[src/hdl/wpcc_pkg.sv]
// ----------------------------------------------------------------------------
// wpcc_pkg
// Shared types, widths and codes of the weighted point cluster covariance block
// ----------------------------------------------------------------------------
package wpcc_pkg;

    localparam int PosW    = 24;
    localparam int WgtW    = 16;
    localparam int AccW    = 32;
    localparam int CovW    = 48;
    localparam int CovDW   = 47;
    localparam int ModeW   = 2;
    localparam int IdxW    = 3;
    localparam int MulAW   = 48;
    localparam int MulBW   = 34;
    localparam int ProdW   = 80;
    localparam int DvsW    = 34;
    localparam int SumW    = 58;
    localparam int QcapW   = 63;
    localparam int VsumW   = 65;
    localparam int NumAxes = 3;
    localparam int NumCov  = 6;

    typedef logic [ModeW-1:0] t_mode;
    localparam t_mode MODE_ADD    = 2'd0;
    localparam t_mode MODE_REMOVE = 2'd1;
    localparam t_mode MODE_CLEAR  = 2'd2;
    localparam t_mode MODE_HOLD   = 2'd3;

    typedef enum logic [2:0] {
        MUL_MEAN_OLD,
        MUL_MEAN_PT,
        MUL_DIFF,
        MUL_PROD_W,
        MUL_COV_W
    } t_mul_sel;

    typedef enum logic [1:0] {
        DIV_MEAN,
        DIV_T2,
        DIV_T1
    } t_div_sel;

    typedef enum logic [3:0] {
        ST_IDLE,
        ST_DECIDE,
        ST_MEAN_START,
        ST_MEAN_MO,
        ST_MEAN_MP,
        ST_MEAN_DS,
        ST_MEAN_DIV,
        ST_COV_START,
        ST_COV_D,
        ST_COV_T2M,
        ST_COV_T2D,
        ST_COV_T1M,
        ST_COV_T1D,
        ST_OUT
    } t_state;

    typedef struct packed {
        logic            load;
        logic            clear;
        logic            fault_set;
        logic            fault_val;
        logic            mul_start;
        t_mul_sel        mul_sel;
        logic            acc_load;
        logic            acc_add;
        logic            div_start;
        t_div_sel        div_sel;
        logic            mean_wr;
        logic            psign_wr;
        logic            t2_wr;
        logic            cov_wr;
        logic            cov_zero;
        logic            weight_wr;
        logic            out_load;
        logic [IdxW-1:0] idx;
    } t_dp_cmd;

    typedef struct packed {
        t_mode mode;
        logic  wnew_pos;
        logic  wold_zero;
        logic  mul_busy;
        logic  div_busy;
    } t_dp_stat;

    // axis pairs of the covariance entries xx, yy, zz, xy, yz, zx
    function automatic logic [1:0] pair_a(input logic [IdxW-1:0] idx);
        logic [1:0] r;
        unique case (idx)
            3'd0, 3'd3: r = 2'd0;
            3'd1, 3'd4: r = 2'd1;
            default:    r = 2'd2;
        endcase
        return r;
    endfunction

    function automatic logic [1:0] pair_b(input logic [IdxW-1:0] idx);
        logic [1:0] r;
        unique case (idx)
            3'd0, 3'd5: r = 2'd0;
            3'd1, 3'd3: r = 2'd1;
            default:    r = 2'd2;
        endcase
        return r;
    endfunction

endpackage

[src/hdl/wpcc_if.sv]
// ----------------------------------------------------------------------------
// wpcc_in_if / wpcc_out_if
// Valid/ready channels for points in and cluster state out
// ----------------------------------------------------------------------------
interface wpcc_in_if;
    logic                              valid;
    logic                              ready;
    logic [wpcc_pkg::ModeW-1:0]        mode;
    logic signed [wpcc_pkg::PosW-1:0]  pos_x;
    logic signed [wpcc_pkg::PosW-1:0]  pos_y;
    logic signed [wpcc_pkg::PosW-1:0]  pos_z;
    logic [wpcc_pkg::WgtW-1:0]         weight;

    modport source (output valid, mode, pos_x, pos_y, pos_z, weight, input ready);
    modport sink   (input valid, mode, pos_x, pos_y, pos_z, weight, output ready);
endinterface

interface wpcc_out_if;
    logic                              valid;
    logic                              ready;
    logic signed [wpcc_pkg::PosW-1:0]  mean_x;
    logic signed [wpcc_pkg::PosW-1:0]  mean_y;
    logic signed [wpcc_pkg::PosW-1:0]  mean_z;
    logic [wpcc_pkg::AccW-1:0]         total_weight;
    logic [wpcc_pkg::CovDW-1:0]        cov_xx;
    logic [wpcc_pkg::CovDW-1:0]        cov_yy;
    logic [wpcc_pkg::CovDW-1:0]        cov_zz;
    logic signed [wpcc_pkg::CovW-1:0]  cov_xy;
    logic signed [wpcc_pkg::CovW-1:0]  cov_yz;
    logic signed [wpcc_pkg::CovW-1:0]  cov_zx;
    logic                              weight_fault;

    modport source (output valid, mean_x, mean_y, mean_z, total_weight, cov_xx, cov_yy,
                    cov_zz, cov_xy, cov_yz, cov_zx, weight_fault, input ready);
    modport sink   (input valid, mean_x, mean_y, mean_z, total_weight, cov_xx, cov_yy,
                    cov_zz, cov_xy, cov_yz, cov_zx, weight_fault, output ready);
endinterface

[src/hdl/weighted_point_cluster_covariance_top.sv]
// ----------------------------------------------------------------------------
// weighted_point_cluster_covariance_top
// Running weighted mean, total weight and 3x3 covariance of weighted 3D points
// ----------------------------------------------------------------------------
// Every transaction in gives exactly one transaction out carrying the cluster
// state after that point. Points are taken one at a time; a shift-add
// multiplier and a restoring divider are shared by all updates. Clear, the
// unused mode and a non-positive new weight go straight to the output; an add
// or remove onto an empty cluster runs the three mean divisions; an add or
// remove onto a non-empty cluster also runs six covariance entries, three
// multiplies and two divisions each. A finished result sits in an output
// register, so the next point is taken while it waits.
module weighted_point_cluster_covariance_top (
    input  logic        i_clk,
    input  logic        i_rst_n,
    wpcc_in_if.sink     i_in,
    wpcc_out_if.source  o_out
);

    wpcc_pkg::t_dp_cmd  cmd;
    wpcc_pkg::t_dp_stat stat;

    wpcc_ctrl u_ctrl (
        .i_clk       (i_clk),
        .i_rst_n     (i_rst_n),
        .i_in_valid  (i_in.valid),
        .o_in_ready  (i_in.ready),
        .o_out_valid (o_out.valid),
        .i_out_ready (o_out.ready),
        .i_stat      (stat),
        .o_cmd       (cmd)
    );

    wpcc_dp u_dp (
        .i_clk          (i_clk),
        .i_rst_n        (i_rst_n),
        .i_cmd          (cmd),
        .o_stat         (stat),
        .i_mode         (i_in.mode),
        .i_pos_x        (i_in.pos_x),
        .i_pos_y        (i_in.pos_y),
        .i_pos_z        (i_in.pos_z),
        .i_weight       (i_in.weight),
        .o_mean_x       (o_out.mean_x),
        .o_mean_y       (o_out.mean_y),
        .o_mean_z       (o_out.mean_z),
        .o_total_weight (o_out.total_weight),
        .o_cov_xx       (o_out.cov_xx),
        .o_cov_yy       (o_out.cov_yy),
        .o_cov_zz       (o_out.cov_zz),
        .o_cov_xy       (o_out.cov_xy),
        .o_cov_yz       (o_out.cov_yz),
        .o_cov_zx       (o_out.cov_zx),
        .o_weight_fault (o_out.weight_fault)
    );

`ifndef NO_ASSERTIONS
    // one point at a time
    a_one_item: assert property (@(posedge i_clk) disable iff (!i_rst_n)
        (i_in.valid && i_in.ready) |=> !i_in.ready)
        else $error("input taken while a point is in work");

    // the two iterative units never run together
    a_units_excl: assert property (@(posedge i_clk) disable iff (!i_rst_n)
        !(stat.mul_busy && stat.div_busy))
        else $error("multiplier and divider busy at once");

    // a weight fault always reports a cleared cluster
    a_fault_clear: assert property (@(posedge i_clk) disable iff (!i_rst_n)
        (o_out.valid && o_out.weight_fault) |->
            (o_out.total_weight == '0 && o_out.mean_x == '0 && o_out.cov_xx == '0))
        else $error("fault reported with state not cleared");
`endif

endmodule

[src/hdl/wpcc_dp.sv]
// ----------------------------------------------------------------------------
// wpcc_dp
// Datapath: cluster state, shift-add multiplier, restoring divider, output reg
// ----------------------------------------------------------------------------
module wpcc_dp (
    input  logic                              i_clk,
    input  logic                              i_rst_n,
    input  wpcc_pkg::t_dp_cmd                 i_cmd,
    output wpcc_pkg::t_dp_stat                o_stat,
    input  logic [wpcc_pkg::ModeW-1:0]        i_mode,
    input  logic signed [wpcc_pkg::PosW-1:0]  i_pos_x,
    input  logic signed [wpcc_pkg::PosW-1:0]  i_pos_y,
    input  logic signed [wpcc_pkg::PosW-1:0]  i_pos_z,
    input  logic [wpcc_pkg::WgtW-1:0]         i_weight,
    output logic signed [wpcc_pkg::PosW-1:0]  o_mean_x,
    output logic signed [wpcc_pkg::PosW-1:0]  o_mean_y,
    output logic signed [wpcc_pkg::PosW-1:0]  o_mean_z,
    output logic [wpcc_pkg::AccW-1:0]         o_total_weight,
    output logic [wpcc_pkg::CovDW-1:0]        o_cov_xx,
    output logic [wpcc_pkg::CovDW-1:0]        o_cov_yy,
    output logic [wpcc_pkg::CovDW-1:0]        o_cov_zz,
    output logic signed [wpcc_pkg::CovW-1:0]  o_cov_xy,
    output logic signed [wpcc_pkg::CovW-1:0]  o_cov_yz,
    output logic signed [wpcc_pkg::CovW-1:0]  o_cov_zx,
    output logic                              o_weight_fault
);

    localparam int MulCntW = $clog2(wpcc_pkg::MulBW);
    localparam int DivCntW = $clog2(wpcc_pkg::ProdW);
    localparam logic signed [wpcc_pkg::VsumW-1:0] CovHi = 65'sd140737488355327;
    localparam logic signed [wpcc_pkg::VsumW-1:0] CovLo = -65'sd140737488355328;

    // input item and cluster state
    wpcc_pkg::t_mode                   r_mode;
    logic signed [wpcc_pkg::PosW-1:0]  r_p [wpcc_pkg::NumAxes];
    logic [wpcc_pkg::WgtW-1:0]         r_w;
    logic signed [wpcc_pkg::PosW-1:0]  r_m [wpcc_pkg::NumAxes];
    logic [wpcc_pkg::AccW-1:0]         r_wacc;
    logic signed [wpcc_pkg::CovW-1:0]  r_c [wpcc_pkg::NumCov];
    logic                              r_fault;

    // work registers
    logic signed [wpcc_pkg::SumW-1:0]  r_acc;
    logic                              r_psign;
    logic [wpcc_pkg::QcapW-1:0]        r_t2;
    logic                              r_t2neg;

    // multiplier
    logic [wpcc_pkg::MulAW-1:0]        r_mul_a;
    logic [wpcc_pkg::MulAW:0]          r_mul_hi;
    logic [wpcc_pkg::MulBW-1:0]        r_mul_lo;
    logic [MulCntW-1:0]                r_mul_cnt;
    logic                              r_mul_busy;

    // divider
    logic [wpcc_pkg::ProdW-1:0]        r_dq;
    logic [wpcc_pkg::DvsW-1:0]         r_rem;
    logic [wpcc_pkg::DvsW-1:0]         r_dvs;
    logic [DivCntW-1:0]                r_div_cnt;
    logic                              r_div_busy;

    logic                              remove;
    logic signed [wpcc_pkg::WgtW+1:0]  wi;
    logic signed [wpcc_pkg::DvsW-1:0]  wnew;
    logic [wpcc_pkg::DvsW-2:0]         wnew_u;
    logic signed [wpcc_pkg::PosW:0]    d [wpcc_pkg::NumAxes];
    logic signed [wpcc_pkg::PosW-1:0]  m_sel, p_sel;
    logic signed [wpcc_pkg::PosW:0]    da, db;
    logic signed [wpcc_pkg::CovW-1:0]  c_sel;
    logic [wpcc_pkg::PosW-1:0]         m_abs, p_abs;
    logic [wpcc_pkg::PosW:0]           da_abs, db_abs;
    logic [wpcc_pkg::CovW-1:0]         c_abs;
    logic [wpcc_pkg::SumW-1:0]         acc_abs;
    logic [wpcc_pkg::ProdW-1:0]        mul_p;
    logic [wpcc_pkg::SumW-1:0]         p58;
    logic                              s1, s2;
    logic [wpcc_pkg::MulAW-1:0]        op_a;
    logic [wpcc_pkg::MulBW-1:0]        op_b;
    logic [wpcc_pkg::MulAW:0]          mul_sum;
    logic [wpcc_pkg::ProdW-1:0]        half_new, half_old, dvd;
    logic [wpcc_pkg::DvsW-1:0]         dvs;
    logic [wpcc_pkg::DvsW:0]           rem_sh, rem_nx;
    logic                              ge;
    logic                              q_over;
    logic [wpcc_pkg::QcapW-1:0]        qcap;
    logic                              q_ge23, q_gt23;
    logic [wpcc_pkg::PosW-1:0]         mean_new;
    logic signed [wpcc_pkg::VsumW-1:0] t1s, t2s, vsum;
    logic [wpcc_pkg::CovW-1:0]         cov_new;

    always_comb begin
        remove = (r_mode == wpcc_pkg::MODE_REMOVE);
        wi     = remove ? -$signed({2'b00, r_w}) : $signed({2'b00, r_w});
        wnew   = $signed({2'b00, r_wacc}) + wpcc_pkg::DvsW'(wi);
        wnew_u = wnew[wpcc_pkg::DvsW-2:0];
        for (int k = 0; k < wpcc_pkg::NumAxes; k++) begin
            d[k] = {r_m[k][wpcc_pkg::PosW-1], r_m[k]} - {r_p[k][wpcc_pkg::PosW-1], r_p[k]};
        end
        case (i_cmd.idx[1:0])
            2'd1:    begin m_sel = r_m[1]; p_sel = r_p[1]; end
            2'd2:    begin m_sel = r_m[2]; p_sel = r_p[2]; end
            default: begin m_sel = r_m[0]; p_sel = r_p[0]; end
        endcase
        case (wpcc_pkg::pair_a(i_cmd.idx))
            2'd1:    da = d[1];
            2'd2:    da = d[2];
            default: da = d[0];
        endcase
        case (wpcc_pkg::pair_b(i_cmd.idx))
            2'd1:    db = d[1];
            2'd2:    db = d[2];
            default: db = d[0];
        endcase
        case (i_cmd.idx)
            3'd1:    c_sel = r_c[1];
            3'd2:    c_sel = r_c[2];
            3'd3:    c_sel = r_c[3];
            3'd4:    c_sel = r_c[4];
            3'd5:    c_sel = r_c[5];
            default: c_sel = r_c[0];
        endcase
        m_abs   = m_sel[wpcc_pkg::PosW-1] ? (~m_sel + 1'b1) : m_sel;
        p_abs   = p_sel[wpcc_pkg::PosW-1] ? (~p_sel + 1'b1) : p_sel;
        da_abs  = da[wpcc_pkg::PosW] ? (~da + 1'b1) : da;
        db_abs  = db[wpcc_pkg::PosW] ? (~db + 1'b1) : db;
        c_abs   = c_sel[wpcc_pkg::CovW-1] ? (~c_sel + 1'b1) : c_sel;
        acc_abs = r_acc[wpcc_pkg::SumW-1] ? (~r_acc + 1'b1) : r_acc;
        s1      = m_sel[wpcc_pkg::PosW-1];
        s2      = p_sel[wpcc_pkg::PosW-1] ^ remove;
    end

    // multiplier operands
    assign mul_p = {r_mul_hi[wpcc_pkg::ProdW-wpcc_pkg::MulBW-1:0], r_mul_lo};
    assign p58   = {1'b0, mul_p[wpcc_pkg::SumW-2:0]};

    always_comb begin
        case (i_cmd.mul_sel)
            wpcc_pkg::MUL_MEAN_OLD: begin
                op_a = wpcc_pkg::MulAW'(m_abs);
                op_b = wpcc_pkg::MulBW'(r_wacc);
            end
            wpcc_pkg::MUL_MEAN_PT: begin
                op_a = wpcc_pkg::MulAW'(p_abs);
                op_b = wpcc_pkg::MulBW'(r_w);
            end
            wpcc_pkg::MUL_DIFF: begin
                op_a = wpcc_pkg::MulAW'(da_abs);
                op_b = wpcc_pkg::MulBW'(db_abs);
            end
            wpcc_pkg::MUL_PROD_W: begin
                op_a = mul_p[wpcc_pkg::MulAW-1:0];
                op_b = wpcc_pkg::MulBW'(r_w);
            end
            wpcc_pkg::MUL_COV_W: begin
                op_a = c_abs;
                op_b = wpcc_pkg::MulBW'(r_wacc);
            end
            default: begin
                op_a = '0;
                op_b = '0;
            end
        endcase
        mul_sum = r_mul_hi + (r_mul_lo[0] ? {1'b0, r_mul_a} : '0);
    end

    // divider operands and one restoring step
    always_comb begin
        half_new = wpcc_pkg::ProdW'(wnew_u[wpcc_pkg::DvsW-2:1]);
        half_old = wpcc_pkg::ProdW'(r_wacc[wpcc_pkg::AccW-1:1]);
        case (i_cmd.div_sel)
            wpcc_pkg::DIV_T2: begin
                dvd = mul_p + half_old;
                dvs = wpcc_pkg::DvsW'(r_wacc);
            end
            wpcc_pkg::DIV_T1: begin
                dvd = mul_p + half_new;
                dvs = wpcc_pkg::DvsW'(wnew_u);
            end
            default: begin
                dvd = wpcc_pkg::ProdW'(acc_abs) + half_new;
                dvs = wpcc_pkg::DvsW'(wnew_u);
            end
        endcase
        rem_sh = {r_rem, r_dq[wpcc_pkg::ProdW-1]};
        ge     = (rem_sh >= {1'b0, r_dvs});
        rem_nx = ge ? (rem_sh - {1'b0, r_dvs}) : rem_sh;
    end

    // quotient post-processing
    always_comb begin
        q_over = (|r_dq[wpcc_pkg::ProdW-1:wpcc_pkg::QcapW])
               || (r_dq[wpcc_pkg::QcapW-1] && (|r_dq[wpcc_pkg::QcapW-2:0]));
        qcap   = q_over ? {1'b1, {(wpcc_pkg::QcapW-1){1'b0}}} : r_dq[wpcc_pkg::QcapW-1:0];
        q_ge23 = |r_dq[wpcc_pkg::ProdW-1:wpcc_pkg::PosW-1];
        q_gt23 = (|r_dq[wpcc_pkg::ProdW-1:wpcc_pkg::PosW])
               || (r_dq[wpcc_pkg::PosW-1] && (|r_dq[wpcc_pkg::PosW-2:0]));
        if (r_acc[wpcc_pkg::SumW-1]) begin
            mean_new = q_gt23 ? {1'b1, {(wpcc_pkg::PosW-1){1'b0}}}
                              : (~r_dq[wpcc_pkg::PosW-1:0] + 1'b1);
        end else begin
            mean_new = q_ge23 ? {1'b0, {(wpcc_pkg::PosW-1){1'b1}}}
                              : r_dq[wpcc_pkg::PosW-1:0];
        end
        t1s  = c_sel[wpcc_pkg::CovW-1] ? -$signed({2'b00, qcap}) : $signed({2'b00, qcap});
        t2s  = r_t2neg ? -$signed({2'b00, r_t2}) : $signed({2'b00, r_t2});
        vsum = t1s + t2s;
        if (i_cmd.idx < 3'd3) begin
            if (vsum < 0)          cov_new = '0;
            else if (vsum > CovHi) cov_new = CovHi[wpcc_pkg::CovW-1:0];
            else                   cov_new = vsum[wpcc_pkg::CovW-1:0];
        end else begin
            if (vsum > CovHi)      cov_new = CovHi[wpcc_pkg::CovW-1:0];
            else if (vsum < CovLo) cov_new = CovLo[wpcc_pkg::CovW-1:0];
            else                   cov_new = vsum[wpcc_pkg::CovW-1:0];
        end
    end

    // input item and work registers
    always_ff @(posedge i_clk) begin
        if (i_cmd.load) begin
            r_mode <= i_mode;
            r_p[0] <= i_pos_x;
            r_p[1] <= i_pos_y;
            r_p[2] <= i_pos_z;
            r_w    <= i_weight;
        end
        if (i_cmd.acc_load) begin
            r_acc <= s1 ? -$signed(p58) : $signed(p58);
        end else if (i_cmd.acc_add) begin
            r_acc <= s2 ? (r_acc - $signed(p58)) : (r_acc + $signed(p58));
        end
        if (i_cmd.psign_wr) begin
            r_psign <= da[wpcc_pkg::PosW] ^ db[wpcc_pkg::PosW];
        end
        if (i_cmd.t2_wr) begin
            r_t2    <= qcap;
            r_t2neg <= r_psign ^ remove;
        end
    end

    // cluster state
    always_ff @(posedge i_clk) begin
        if (!i_rst_n || i_cmd.clear) begin
            for (int k = 0; k < wpcc_pkg::NumAxes; k++) r_m[k] <= '0;
            for (int k = 0; k < wpcc_pkg::NumCov; k++) r_c[k] <= '0;
            r_wacc <= '0;
        end else begin
            for (int k = 0; k < wpcc_pkg::NumAxes; k++) begin
                if (i_cmd.mean_wr && i_cmd.idx == wpcc_pkg::IdxW'(k)) r_m[k] <= mean_new;
            end
            for (int k = 0; k < wpcc_pkg::NumCov; k++) begin
                if (i_cmd.cov_zero) begin
                    r_c[k] <= '0;
                end else if (i_cmd.cov_wr && i_cmd.idx == wpcc_pkg::IdxW'(k)) begin
                    r_c[k] <= cov_new;
                end
            end
            if (i_cmd.weight_wr) begin
                r_wacc <= wnew_u[wpcc_pkg::DvsW-2] ? '1 : wnew_u[wpcc_pkg::AccW-1:0];
            end
        end
    end

    always_ff @(posedge i_clk) begin
        if (!i_rst_n) begin
            r_fault <= 1'b0;
        end else if (i_cmd.fault_set) begin
            r_fault <= i_cmd.fault_val;
        end
    end

    // shift-add multiplier, one multiplier bit per cycle
    always_ff @(posedge i_clk) begin
        if (!i_rst_n) begin
            r_mul_busy <= 1'b0;
            r_mul_cnt  <= '0;
        end else if (i_cmd.mul_start) begin
            r_mul_busy <= 1'b1;
            r_mul_cnt  <= '0;
        end else if (r_mul_busy) begin
            r_mul_cnt <= r_mul_cnt + 1'b1;
            if (r_mul_cnt == MulCntW'(wpcc_pkg::MulBW - 1)) r_mul_busy <= 1'b0;
        end
    end

    always_ff @(posedge i_clk) begin
        if (i_cmd.mul_start) begin
            r_mul_a  <= op_a;
            r_mul_hi <= '0;
            r_mul_lo <= op_b;
        end else if (r_mul_busy) begin
            r_mul_hi <= {1'b0, mul_sum[wpcc_pkg::MulAW:1]};
            r_mul_lo <= {mul_sum[0], r_mul_lo[wpcc_pkg::MulBW-1:1]};
        end
    end

    // restoring divider, one quotient bit per cycle
    always_ff @(posedge i_clk) begin
        if (!i_rst_n) begin
            r_div_busy <= 1'b0;
            r_div_cnt  <= '0;
        end else if (i_cmd.div_start) begin
            r_div_busy <= 1'b1;
            r_div_cnt  <= '0;
        end else if (r_div_busy) begin
            r_div_cnt <= r_div_cnt + 1'b1;
            if (r_div_cnt == DivCntW'(wpcc_pkg::ProdW - 1)) r_div_busy <= 1'b0;
        end
    end

    always_ff @(posedge i_clk) begin
        if (i_cmd.div_start) begin
            r_dq  <= dvd;
            r_rem <= '0;
            r_dvs <= dvs;
        end else if (r_div_busy) begin
            r_dq  <= {r_dq[wpcc_pkg::ProdW-2:0], ge};
            r_rem <= rem_nx[wpcc_pkg::DvsW-1:0];
        end
    end

    // output register
    always_ff @(posedge i_clk) begin
        if (i_cmd.out_load) begin
            o_mean_x       <= r_m[0];
            o_mean_y       <= r_m[1];
            o_mean_z       <= r_m[2];
            o_total_weight <= r_wacc;
            o_cov_xx       <= r_c[0][wpcc_pkg::CovDW-1:0];
            o_cov_yy       <= r_c[1][wpcc_pkg::CovDW-1:0];
            o_cov_zz       <= r_c[2][wpcc_pkg::CovDW-1:0];
            o_cov_xy       <= r_c[3];
            o_cov_yz       <= r_c[4];
            o_cov_zx       <= r_c[5];
            o_weight_fault <= r_fault;
        end
    end

    always_comb begin
        o_stat.mode      = r_mode;
        o_stat.wnew_pos  = !wnew[wpcc_pkg::DvsW-1] && (wnew != '0);
        o_stat.wold_zero = (r_wacc == '0);
        o_stat.mul_busy  = r_mul_busy;
        o_stat.div_busy  = r_div_busy;
    end

endmodule

[src/hdl/wpcc_ctrl.sv]
// ----------------------------------------------------------------------------
// wpcc_ctrl
// Sequencer: steps the mean and covariance updates through the shared units
// ----------------------------------------------------------------------------
module wpcc_ctrl (
    input  logic                i_clk,
    input  logic                i_rst_n,
    input  logic                i_in_valid,
    output logic                o_in_ready,
    output logic                o_out_valid,
    input  logic                i_out_ready,
    input  wpcc_pkg::t_dp_stat  i_stat,
    output wpcc_pkg::t_dp_cmd   o_cmd
);

    wpcc_pkg::t_state             r_state, n_state;
    logic [wpcc_pkg::IdxW-1:0]    r_idx, n_idx;
    logic                         r_out_valid, n_out_valid;

    always_ff @(posedge i_clk) begin
        if (!i_rst_n) begin
            r_state     <= wpcc_pkg::ST_IDLE;
            r_idx       <= '0;
            r_out_valid <= 1'b0;
        end else begin
            r_state     <= n_state;
            r_idx       <= n_idx;
            r_out_valid <= n_out_valid;
        end
    end

    always_comb begin
        n_state     = r_state;
        n_idx       = r_idx;
        n_out_valid = r_out_valid && !i_out_ready;
        o_cmd       = '0;
        o_cmd.idx   = r_idx;
        o_in_ready  = (r_state == wpcc_pkg::ST_IDLE);
        unique case (r_state)
            wpcc_pkg::ST_IDLE: begin
                if (i_in_valid) begin
                    o_cmd.load = 1'b1;
                    n_state    = wpcc_pkg::ST_DECIDE;
                end
            end
            wpcc_pkg::ST_DECIDE: begin
                o_cmd.fault_set = 1'b1;
                if (i_stat.mode == wpcc_pkg::MODE_CLEAR) begin
                    o_cmd.clear = 1'b1;
                    n_state     = wpcc_pkg::ST_OUT;
                end else if (i_stat.mode == wpcc_pkg::MODE_HOLD) begin
                    n_state = wpcc_pkg::ST_OUT;
                end else if (!i_stat.wnew_pos) begin
                    o_cmd.clear     = 1'b1;
                    o_cmd.fault_val = 1'b1;
                    n_state         = wpcc_pkg::ST_OUT;
                end else begin
                    n_idx   = '0;
                    n_state = wpcc_pkg::ST_MEAN_START;
                end
            end
            wpcc_pkg::ST_MEAN_START: begin
                o_cmd.mul_start = 1'b1;
                o_cmd.mul_sel   = wpcc_pkg::MUL_MEAN_OLD;
                n_state         = wpcc_pkg::ST_MEAN_MO;
            end
            wpcc_pkg::ST_MEAN_MO: begin
                if (!i_stat.mul_busy) begin
                    o_cmd.acc_load  = 1'b1;
                    o_cmd.mul_start = 1'b1;
                    o_cmd.mul_sel   = wpcc_pkg::MUL_MEAN_PT;
                    n_state         = wpcc_pkg::ST_MEAN_MP;
                end
            end
            wpcc_pkg::ST_MEAN_MP: begin
                if (!i_stat.mul_busy) begin
                    o_cmd.acc_add = 1'b1;
                    n_state       = wpcc_pkg::ST_MEAN_DS;
                end
            end
            wpcc_pkg::ST_MEAN_DS: begin
                o_cmd.div_start = 1'b1;
                o_cmd.div_sel   = wpcc_pkg::DIV_MEAN;
                n_state         = wpcc_pkg::ST_MEAN_DIV;
            end
            wpcc_pkg::ST_MEAN_DIV: begin
                if (!i_stat.div_busy) begin
                    o_cmd.mean_wr = 1'b1;
                    if (r_idx == wpcc_pkg::IdxW'(wpcc_pkg::NumAxes - 1)) begin
                        n_idx = '0;
                        if (i_stat.wold_zero) begin
                            o_cmd.cov_zero  = 1'b1;
                            o_cmd.weight_wr = 1'b1;
                            n_state         = wpcc_pkg::ST_OUT;
                        end else begin
                            n_state = wpcc_pkg::ST_COV_START;
                        end
                    end else begin
                        n_idx   = r_idx + 1'b1;
                        n_state = wpcc_pkg::ST_MEAN_START;
                    end
                end
            end
            wpcc_pkg::ST_COV_START: begin
                o_cmd.mul_start = 1'b1;
                o_cmd.mul_sel   = wpcc_pkg::MUL_DIFF;
                o_cmd.psign_wr  = 1'b1;
                n_state         = wpcc_pkg::ST_COV_D;
            end
            wpcc_pkg::ST_COV_D: begin
                if (!i_stat.mul_busy) begin
                    o_cmd.mul_start = 1'b1;
                    o_cmd.mul_sel   = wpcc_pkg::MUL_PROD_W;
                    n_state         = wpcc_pkg::ST_COV_T2M;
                end
            end
            wpcc_pkg::ST_COV_T2M: begin
                if (!i_stat.mul_busy) begin
                    o_cmd.div_start = 1'b1;
                    o_cmd.div_sel   = wpcc_pkg::DIV_T2;
                    n_state         = wpcc_pkg::ST_COV_T2D;
                end
            end
            wpcc_pkg::ST_COV_T2D: begin
                if (!i_stat.div_busy) begin
                    o_cmd.t2_wr     = 1'b1;
                    o_cmd.mul_start = 1'b1;
                    o_cmd.mul_sel   = wpcc_pkg::MUL_COV_W;
                    n_state         = wpcc_pkg::ST_COV_T1M;
                end
            end
            wpcc_pkg::ST_COV_T1M: begin
                if (!i_stat.mul_busy) begin
                    o_cmd.div_start = 1'b1;
                    o_cmd.div_sel   = wpcc_pkg::DIV_T1;
                    n_state         = wpcc_pkg::ST_COV_T1D;
                end
            end
            wpcc_pkg::ST_COV_T1D: begin
                if (!i_stat.div_busy) begin
                    o_cmd.cov_wr = 1'b1;
                    if (r_idx == wpcc_pkg::IdxW'(wpcc_pkg::NumCov - 1)) begin
                        o_cmd.weight_wr = 1'b1;
                        n_idx           = '0;
                        n_state         = wpcc_pkg::ST_OUT;
                    end else begin
                        n_idx   = r_idx + 1'b1;
                        n_state = wpcc_pkg::ST_COV_START;
                    end
                end
            end
            wpcc_pkg::ST_OUT: begin
                // wait for the output register to be free
                if (!r_out_valid || i_out_ready) begin
                    o_cmd.out_load = 1'b1;
                    n_out_valid    = 1'b1;
                    n_state        = wpcc_pkg::ST_IDLE;
                end
            end
            default: begin
                n_state = wpcc_pkg::ST_IDLE;
            end
        endcase
    end

    assign o_out_valid = r_out_valid;

endmodule

[src/flat_wrapper.sv]
// flat-port wrapper written by rule: the top's interface ports become plain ports
module weighted_point_cluster_covariance_top_flat 
  (i_clk, i_rst_n, i_in_valid, i_in_mode, i_in_pos_x, i_in_pos_y, i_in_pos_z, i_in_weight, i_in_ready, o_out_valid, o_out_mean_x, o_out_mean_y, o_out_mean_z, o_out_total_weight, o_out_cov_xx, o_out_cov_yy, o_out_cov_zz, o_out_cov_xy, o_out_cov_yz, o_out_cov_zx, o_out_weight_fault, o_out_ready);
  wpcc_in_if i_in_i ();
  wpcc_out_if o_out_i ();
  input  logic i_clk;
  input  logic i_rst_n;
  input wire logic [$bits(i_in_i.valid)-1:0] i_in_valid;
  input wire logic [$bits(i_in_i.mode)-1:0] i_in_mode;
  input wire logic [$bits(i_in_i.pos_x)-1:0] i_in_pos_x;
  input wire logic [$bits(i_in_i.pos_y)-1:0] i_in_pos_y;
  input wire logic [$bits(i_in_i.pos_z)-1:0] i_in_pos_z;
  input wire logic [$bits(i_in_i.weight)-1:0] i_in_weight;
  output wire logic [$bits(i_in_i.ready)-1:0] i_in_ready;
  output wire logic [$bits(o_out_i.valid)-1:0] o_out_valid;
  output wire logic [$bits(o_out_i.mean_x)-1:0] o_out_mean_x;
  output wire logic [$bits(o_out_i.mean_y)-1:0] o_out_mean_y;
  output wire logic [$bits(o_out_i.mean_z)-1:0] o_out_mean_z;
  output wire logic [$bits(o_out_i.total_weight)-1:0] o_out_total_weight;
  output wire logic [$bits(o_out_i.cov_xx)-1:0] o_out_cov_xx;
  output wire logic [$bits(o_out_i.cov_yy)-1:0] o_out_cov_yy;
  output wire logic [$bits(o_out_i.cov_zz)-1:0] o_out_cov_zz;
  output wire logic [$bits(o_out_i.cov_xy)-1:0] o_out_cov_xy;
  output wire logic [$bits(o_out_i.cov_yz)-1:0] o_out_cov_yz;
  output wire logic [$bits(o_out_i.cov_zx)-1:0] o_out_cov_zx;
  output wire logic [$bits(o_out_i.weight_fault)-1:0] o_out_weight_fault;
  input wire logic [$bits(o_out_i.ready)-1:0] o_out_ready;
  assign i_in_i.valid = i_in_valid;
  assign i_in_i.mode = i_in_mode;
  assign i_in_i.pos_x = i_in_pos_x;
  assign i_in_i.pos_y = i_in_pos_y;
  assign i_in_i.pos_z = i_in_pos_z;
  assign i_in_i.weight = i_in_weight;
  assign i_in_ready = i_in_i.ready;
  assign o_out_valid = o_out_i.valid;
  assign o_out_mean_x = o_out_i.mean_x;
  assign o_out_mean_y = o_out_i.mean_y;
  assign o_out_mean_z = o_out_i.mean_z;
  assign o_out_total_weight = o_out_i.total_weight;
  assign o_out_cov_xx = o_out_i.cov_xx;
  assign o_out_cov_yy = o_out_i.cov_yy;
  assign o_out_cov_zz = o_out_i.cov_zz;
  assign o_out_cov_xy = o_out_i.cov_xy;
  assign o_out_cov_yz = o_out_i.cov_yz;
  assign o_out_cov_zx = o_out_i.cov_zx;
  assign o_out_weight_fault = o_out_i.weight_fault;
  assign o_out_i.ready = o_out_ready;
  weighted_point_cluster_covariance_top u_core (.i_clk(i_clk), .i_rst_n(i_rst_n), .i_in(i_in_i), .o_out(o_out_i));
endmodule
[config.mk]
export PLATFORM = sky130hd
export DESIGN_NAME = weighted_point_cluster_covariance_top_flat
export DESIGN_NICKNAME = d
export VERILOG_FILES = /design/src/hdl/wpcc_pkg.sv /design/src/hdl/wpcc_if.sv /design/src/hdl/weighted_point_cluster_covariance_top.sv /design/src/hdl/wpcc_dp.sv /design/src/hdl/wpcc_ctrl.sv /design/src/flat_wrapper.sv
export SDC_FILE = /design/constraint.sdc
export NUM_CORES = 2
export LEC_CHECK = 0
export BUFFER_PORTS_ARGS = -buffer_cell sky130_fd_sc_hd__buf_4
export CORE_ASPECT_RATIO = 1.5
export CORE_MARGIN = 5
export CORE_UTILIZATION = 45
export DETAILED_ROUTE_END_ITERATION = 6
export SYNTH_ARGS = -nofsm -noshare
export SYNTH_HDL_FRONTEND = slang
export SYNTH_SLANG_ARGS = --single-unit
[constraint.sdc]
create_clock -name i_clk -period 21.6 [get_ports i_clk]
set_clock_uncertainty 0.15 [all_clocks]
set_input_delay 4.32 -clock i_clk [delete_from_list [all_inputs] [get_ports i_clk]]
set_output_delay 4.32 -clock i_clk [all_outputs]
set_load 0.01 [all_outputs]
# == Yosys cells after proc, flatten, opt, wreduce, memory -nomap -nowiden ==
# Memory sizes are Yosys's and may differ from the RTL's.
# Cells that the tools add are included.
# totals
regBits,865
ram_bits,432
out_inout_bits,392
elab_cells,345
memories,3
# op_classes
n_addsub,26
magnitude_cmp,5
eq_ne,48
mux,159
n_bitwise,26
reduce_logical,45
# mem_list
name,depth,word_bits,rd,rd_ports_with_merged_regs,wr,line,rtl
u_core.u_dp.r_c,6,48,6,0,6,wpcc_dp.sv:39,logic signed [wpcc_pkg::CovW-1:0] r_c [wpcc_pkg::NumCov];
u_core.u_dp.r_m,3,24,3,0,3,wpcc_dp.sv:37,logic signed [wpcc_pkg::PosW-1:0] r_m [wpcc_pkg::NumAxes];
u_core.u_dp.r_p,3,24,3,0,3,wpcc_dp.sv:35,logic signed [wpcc_pkg::PosW-1:0] r_p [wpcc_pkg::NumAxes];
# ops
operator,n
$mux 48,19
$pmux 48 s5,2
$mux 58,5
$mux 24,8
$mux 80,2
$pmux 80 s2,1
$mux 65,2
$neg 63->65,2
$mux 34,3
$pmux 25 s2,2
$pmux 24 s2,2
$pmux 32 s3,1
$add 80x31->80,1
$add 80x32->80,1
$sub 24x24->25,3
$add 24x1->24 const B,3
$mux 4,18
$not 24->24,3
$mux 1,67
$add 65x65->65,1
$gt 65x48->1 const B,1
$lt 65x1->1 const B,1
$lt 65x48->1 const B,1
$mux 32,2
62 further kinds,158

# == Depth between registers and ports, before layout ==
# depth
ltp_word,14
depth_mapped,38
mapped_depth_nobuf,28

# == Modules after synthesis ==
# A second synthesis with hierarchy kept.
# hier_totals
hier_cells,8497
area_unflattened_um2,82763.1
# modules_own_cells
mod,n_inst,cells_each,area_each_um2,seq_area_each_um2
wpcc_dp,1,8367,81853.5,37375.8
wpcc_ctrl,1,130,909.6,160.2

# == Worst setup path before layout ==
# OpenSTA, ideal clock, no wires.
# synth_path
path_type,input port to flip-flop
from,input o_out_ready
to,"register u_core.u_dp.o_cov_xx[0] (netlist bit), read port of u_core.u_dp.r_c, enable pin"
setup_time_ps,1194
arrival_ps,21512
required_time_ps,20256
slack_ps,-1256
stages,2
n_path_buf,0
path_cell_list,nand2b_1 -> nor2b_1
# synth_rtl
element,line,rtl
"start, declared",flat_wrapper.sv:27,input wire logic [$bits(o_out_i.ready)-1:0] o_out_ready;
"end, declared",wpcc_dp.sv:19,"output logic [wpcc_pkg::CovDW-1:0] o_cov_xx,"

==> results by group <==
Run status
  • Status: finished clean

Layout
  • Layout cells sized above 1: 0.1161
  • Fin nets: 9484
  • Fin cells: about 12000
  • Commonest non-fill, non-tap cells in the layout: 1158 x edfxtp_1, 704 x o21ai_0, 686 x nand2_1
  • Final instance area: between 90000 and 100000 sq um
  • Area Growth Syn to Fin: 13.19%
  • Most common cell after layout, fill and taps aside: edfxtp_1

Worst setup path
  • Crit-path max cell delay: 0.79 ns
  • CP Capture Type: flop
  • Worst R2R Start: u_core.u_dp.r_dq[39]$_DFFE_PP_
  • Worst path slowest cell: nor4_4
  • Worst R2R Setup Slack: 11.14 ns
  • Family with the most delay on the worst path: simple AND/OR/NAND/NOR gates
  • Reg2reg path depth: 27
  • Critical Path RT: around 22 ns
  • Beginning of the critical path: u_core.u_dp.r_dq[39]$_DFFE_PP_
  • Crit. path cell count: 27
  • Worst Setup Path Type: reg2reg
  • R2r endpoint: u_core.u_dp.r_c[5][29]$_SDFFCE_PN0P_
  • Worst-path maximum fanout: 70
  • Worst Path Arrival: ~11 ns
  • Buf/Inv on CP: 6
  • CP dominant cell by count: buf_4
  • Startpoint types: flop
  • Crit path to: u_core.u_dp.r_c[5][29]$_SDFFCE_PN0P_

Clocking
  • # hold bufs at CTS: 0
  • Clk_lat worst skew: 0.83 ns
  • CTS tree: done
  • Root Buffer: clkbuf_16
  • Setup bufs post-CTS: 0
  • Clk sinks: 1296
  • Total CTS buffers: around 140
  • CTS H-tree lvls: 4
  • CTS Buffer Depth: 4
  • Worst-path clk slew: 0.07 ns
  • Post-CTS Resized: 0

Timing
  • Setup TNS: 0 ns
  • Slew headroom: 0.05828
  • Final hold viol count: 0
  • Fin Hold WS: 0.2740 ns
  • Max Fclk: 95.60 MHz
  • Fin crit period: approximately 10 ns
  • RSZ-0062 raised after global routing: false
  • Slew @ Worst Pin: 1.398 ns
  • Tcrit/Tclk final: 0.4843
  • Final Setup Violations: 0
  • Slew Viols, Final: 0

Placement
  • DP HPWL: about 260000 microns
  • Routability congestion estimate: roughly 0.99
  • PortBufs: slightly below 500
  • DP Area: around 90000 sq um
  • Placed insts: 11290

GRT
  • First-pass GRT wire length: between 400000 and 500000 microns
  • Initial antenna violation count: 14
  • GRT Util Overall: 0.3285
  • Overflow after GRT: 0
  • Largest net degree at the start of global routing: 82
  • Vias in the first global route: about 70000

Yosys
  • Post-Syn Nets: approximately 9200
  • Netlist cell types: 94
  • Post-synth top flop: edfxtp_1
  • Syn Std Cell Area: ~84000 sq um
  • Cells after synthesis: 8688
  • Sequential fraction of the synthesis area: 0.4471
  • Post-synth EDFFs: 1158
  • Syn. warnings: 0
  • Syn_area_per_cell: approximately 9.7 sq um
  • #FFs+latches synth: approximately 1300
  • Asr flop ratio synth: 0

Floorplan
  • Core Footprint: about 190000 sq um
  • Rows: 194
  • DIE WIDTH: ~360 microns
  • Die H: between 500 and 600 microns
  • Die area: roughly 200000 sq um
  • Initial Util: 0.4515
  • # IOs: 486

Detailed routing
  • Antenna-violating nets left: 0
  • Total Wirelength: 336100 microns
  • First-iteration detailed-routing DRC count: 7820
  • Residual DRC: 0
  • Wire length per cell: between 20 and 30 microns
  • Drt pass-1 iters: 7
  • Via count: 73320
  • Vias per cell: approximately 6.3

Power
  • Sequential share of power: 0.313
  • P_sw: 5997 uW
  • Internal Power: 7407 uW
  • Clock share of power: 0.187
  • Switch share: 0.4474
  • Leak pwr: approximately 0.036 uW
  • Max IR drop VDD: between 90 and 100 uV
  • Total power: 13400 uW
  • Gate power share: 0.500
  • Power Dens Cells: 141.1 nW/um^2

Flow run
  • Max-cap violations: 0

Hold path
  • Hold Crit Class: reg2reg
-- sequential cells by signal, summed over array words and instances, names as in the netlist, 48 cells and up --
| signal | flops |
|---|---|
| u_core.u_dp.r_c | 288 |
| u_core.u_dp.r_mul_a | 48 |
| u_core.u_dp.r_dq | 80 |
| u_core.u_dp.r_t2 | 63 |
| u_core.u_dp.r_p | 72 |
| u_core.u_dp.o_cov_yz | 48 |
| u_core.u_dp.o_cov_zx | 48 |
| u_core.u_dp.r_acc | 58 |
| u_core.u_dp.o_cov_xy | 48 |
| u_core.u_dp.r_m | 72 |
| u_core.u_dp.r_mul_hi | 48 |
-- metrics by stage --
step           utilization  worst slack [ns]
2_1_floorplan            -             6.343
3_3_place_gp        0.4860             11.39
3_5_place_dp        0.4860             11.26
4_1_cts             0.5109             11.25
5_1_grt             0.5110             10.66
6_report            0.5111             11.14
-- cells in the mapped netlist, types with 196 or more instances --
master	number	area, sq um
a21o_1	196	1471
a21oi_1	571	2858
clkbuf_1	433	1625
edfxtp_1	1158	34770
ha_1	392	4905
inv_1	285	1070
nand2_1	693	2601
nor2_1	652	2447
o21ai_0	708	3543
o31ai_1	255	1914
xnor2_1	449	3933
xor2_1	312	2733
-- power groups by stage --
stage                     clock network [uW]  registers, uW  logic [uW]
after floorplan                            0           3850        4700
after global placement                     0           4200        6500
after detailed placement                   0           4210        6540
after CTS                               2530           4160        6590
after global routing                    2630           4220        7250
final                                   2510           4190        6710
-- routing by layer --
metal  track usage  up-vias  part of all wire  routed length, microns
met4        0.2003        4             0.077                   25740
li1              -    33200                 -                       -
met3       0.04760      877             0.078                   26330
met5             0        -          0.000065                      22
met1        0.3942    35500              0.37                  124300
met2        0.5564     3744              0.48                  159700
-- cells by family after synthesis --
| logic type | after synthesis | share of synthesized area |
|---|---|---|
| AND/OR/NAND/NOR | 2569 | 0.1492 |
| XOR/XNOR | 761 | 0.07939 |
| adder cells (fa/ha/maj) | 402 | 0.06081 |
| multiplexers | 117 | 0.01461 |
| buffers and inverters | 799 | 0.03611 |
| AO/OA/AOI/OAI | 2744 | 0.2128 |
| flip-flops | 1296 | 0.4471 |
-- area by class of cell --
class	count	area (sq um)
Inverter	288	1084
Clock buffer	171	3756
Tap cell	2450	3065
Multi-Input combinational cell	6593	43680
Antenna cell	8	20.02
Clock inverter	78	879.6
Sequential cell	1296	37540
Fill cell	17050	90910
Timing Repair Buffer	666	5000
-- worst reg2reg max path: stages (launching register included) --
cell      delay [ns]
edfxtp_1        0.48
or4_1           0.59
or4_1           0.63
or2_2           0.37
nor2_1          0.37
a41o_2          0.37
buf_4           0.34
buf_4           0.36
o31ai_2         0.12
buf_4           0.19
a21oi_1         0.45
a21oi_1         0.16
xnor2_1         0.21
ha_1            0.51
and2_1          0.29
and3_1          0.27
inv_1           0.06
o21ai_0         0.42
nor3b_1         0.11
and3_1          0.19
or4_1           0.54
or4_1           0.41
or4b_1          0.59
nor4_4          0.79
o21ai_4         0.05
buf_4           0.35
buf_4           0.47
o31ai_1         0.45
-- how the worst min path moves through the flow --
| stage | startpoint | end | cells past startpoint | slack, ns |
|---|---|---|---|---|
| after floorplan | u_core.u_dp.r_fault$_SDFFE_PN0N_ | u_core.u_dp.o_weight_fault$_DFFE_PP_ | 0 | 0.26 |
| after global placement | u_core.u_dp.r_fault$_SDFFE_PN0N_ | u_core.u_dp.o_weight_fault$_DFFE_PP_ | 0 | 0.27 |
| after detailed placement | u_core.u_dp.r_fault$_SDFFE_PN0N_ | u_core.u_dp.o_weight_fault$_DFFE_PP_ | 0 | 0.27 |
| after CTS | u_core.u_dp.r_c[2][17]$_SDFFCE_PN0P_ | u_core.u_dp.o_cov_zz[17]$_DFFE_PP_ | 0 | 0.28 |
| after global routing | u_core.u_dp.r_c[2][17]$_SDFFCE_PN0P_ | u_core.u_dp.o_cov_zz[17]$_DFFE_PP_ | 0 | 0.30 |
| final | u_core.u_dp.r_c[1][12]$_SDFFCE_PN0P_ | u_core.u_dp.o_cov_yy[12]$_DFFE_PP_ | 0 | 0.27 |
(Power assumes the default switching activity.)
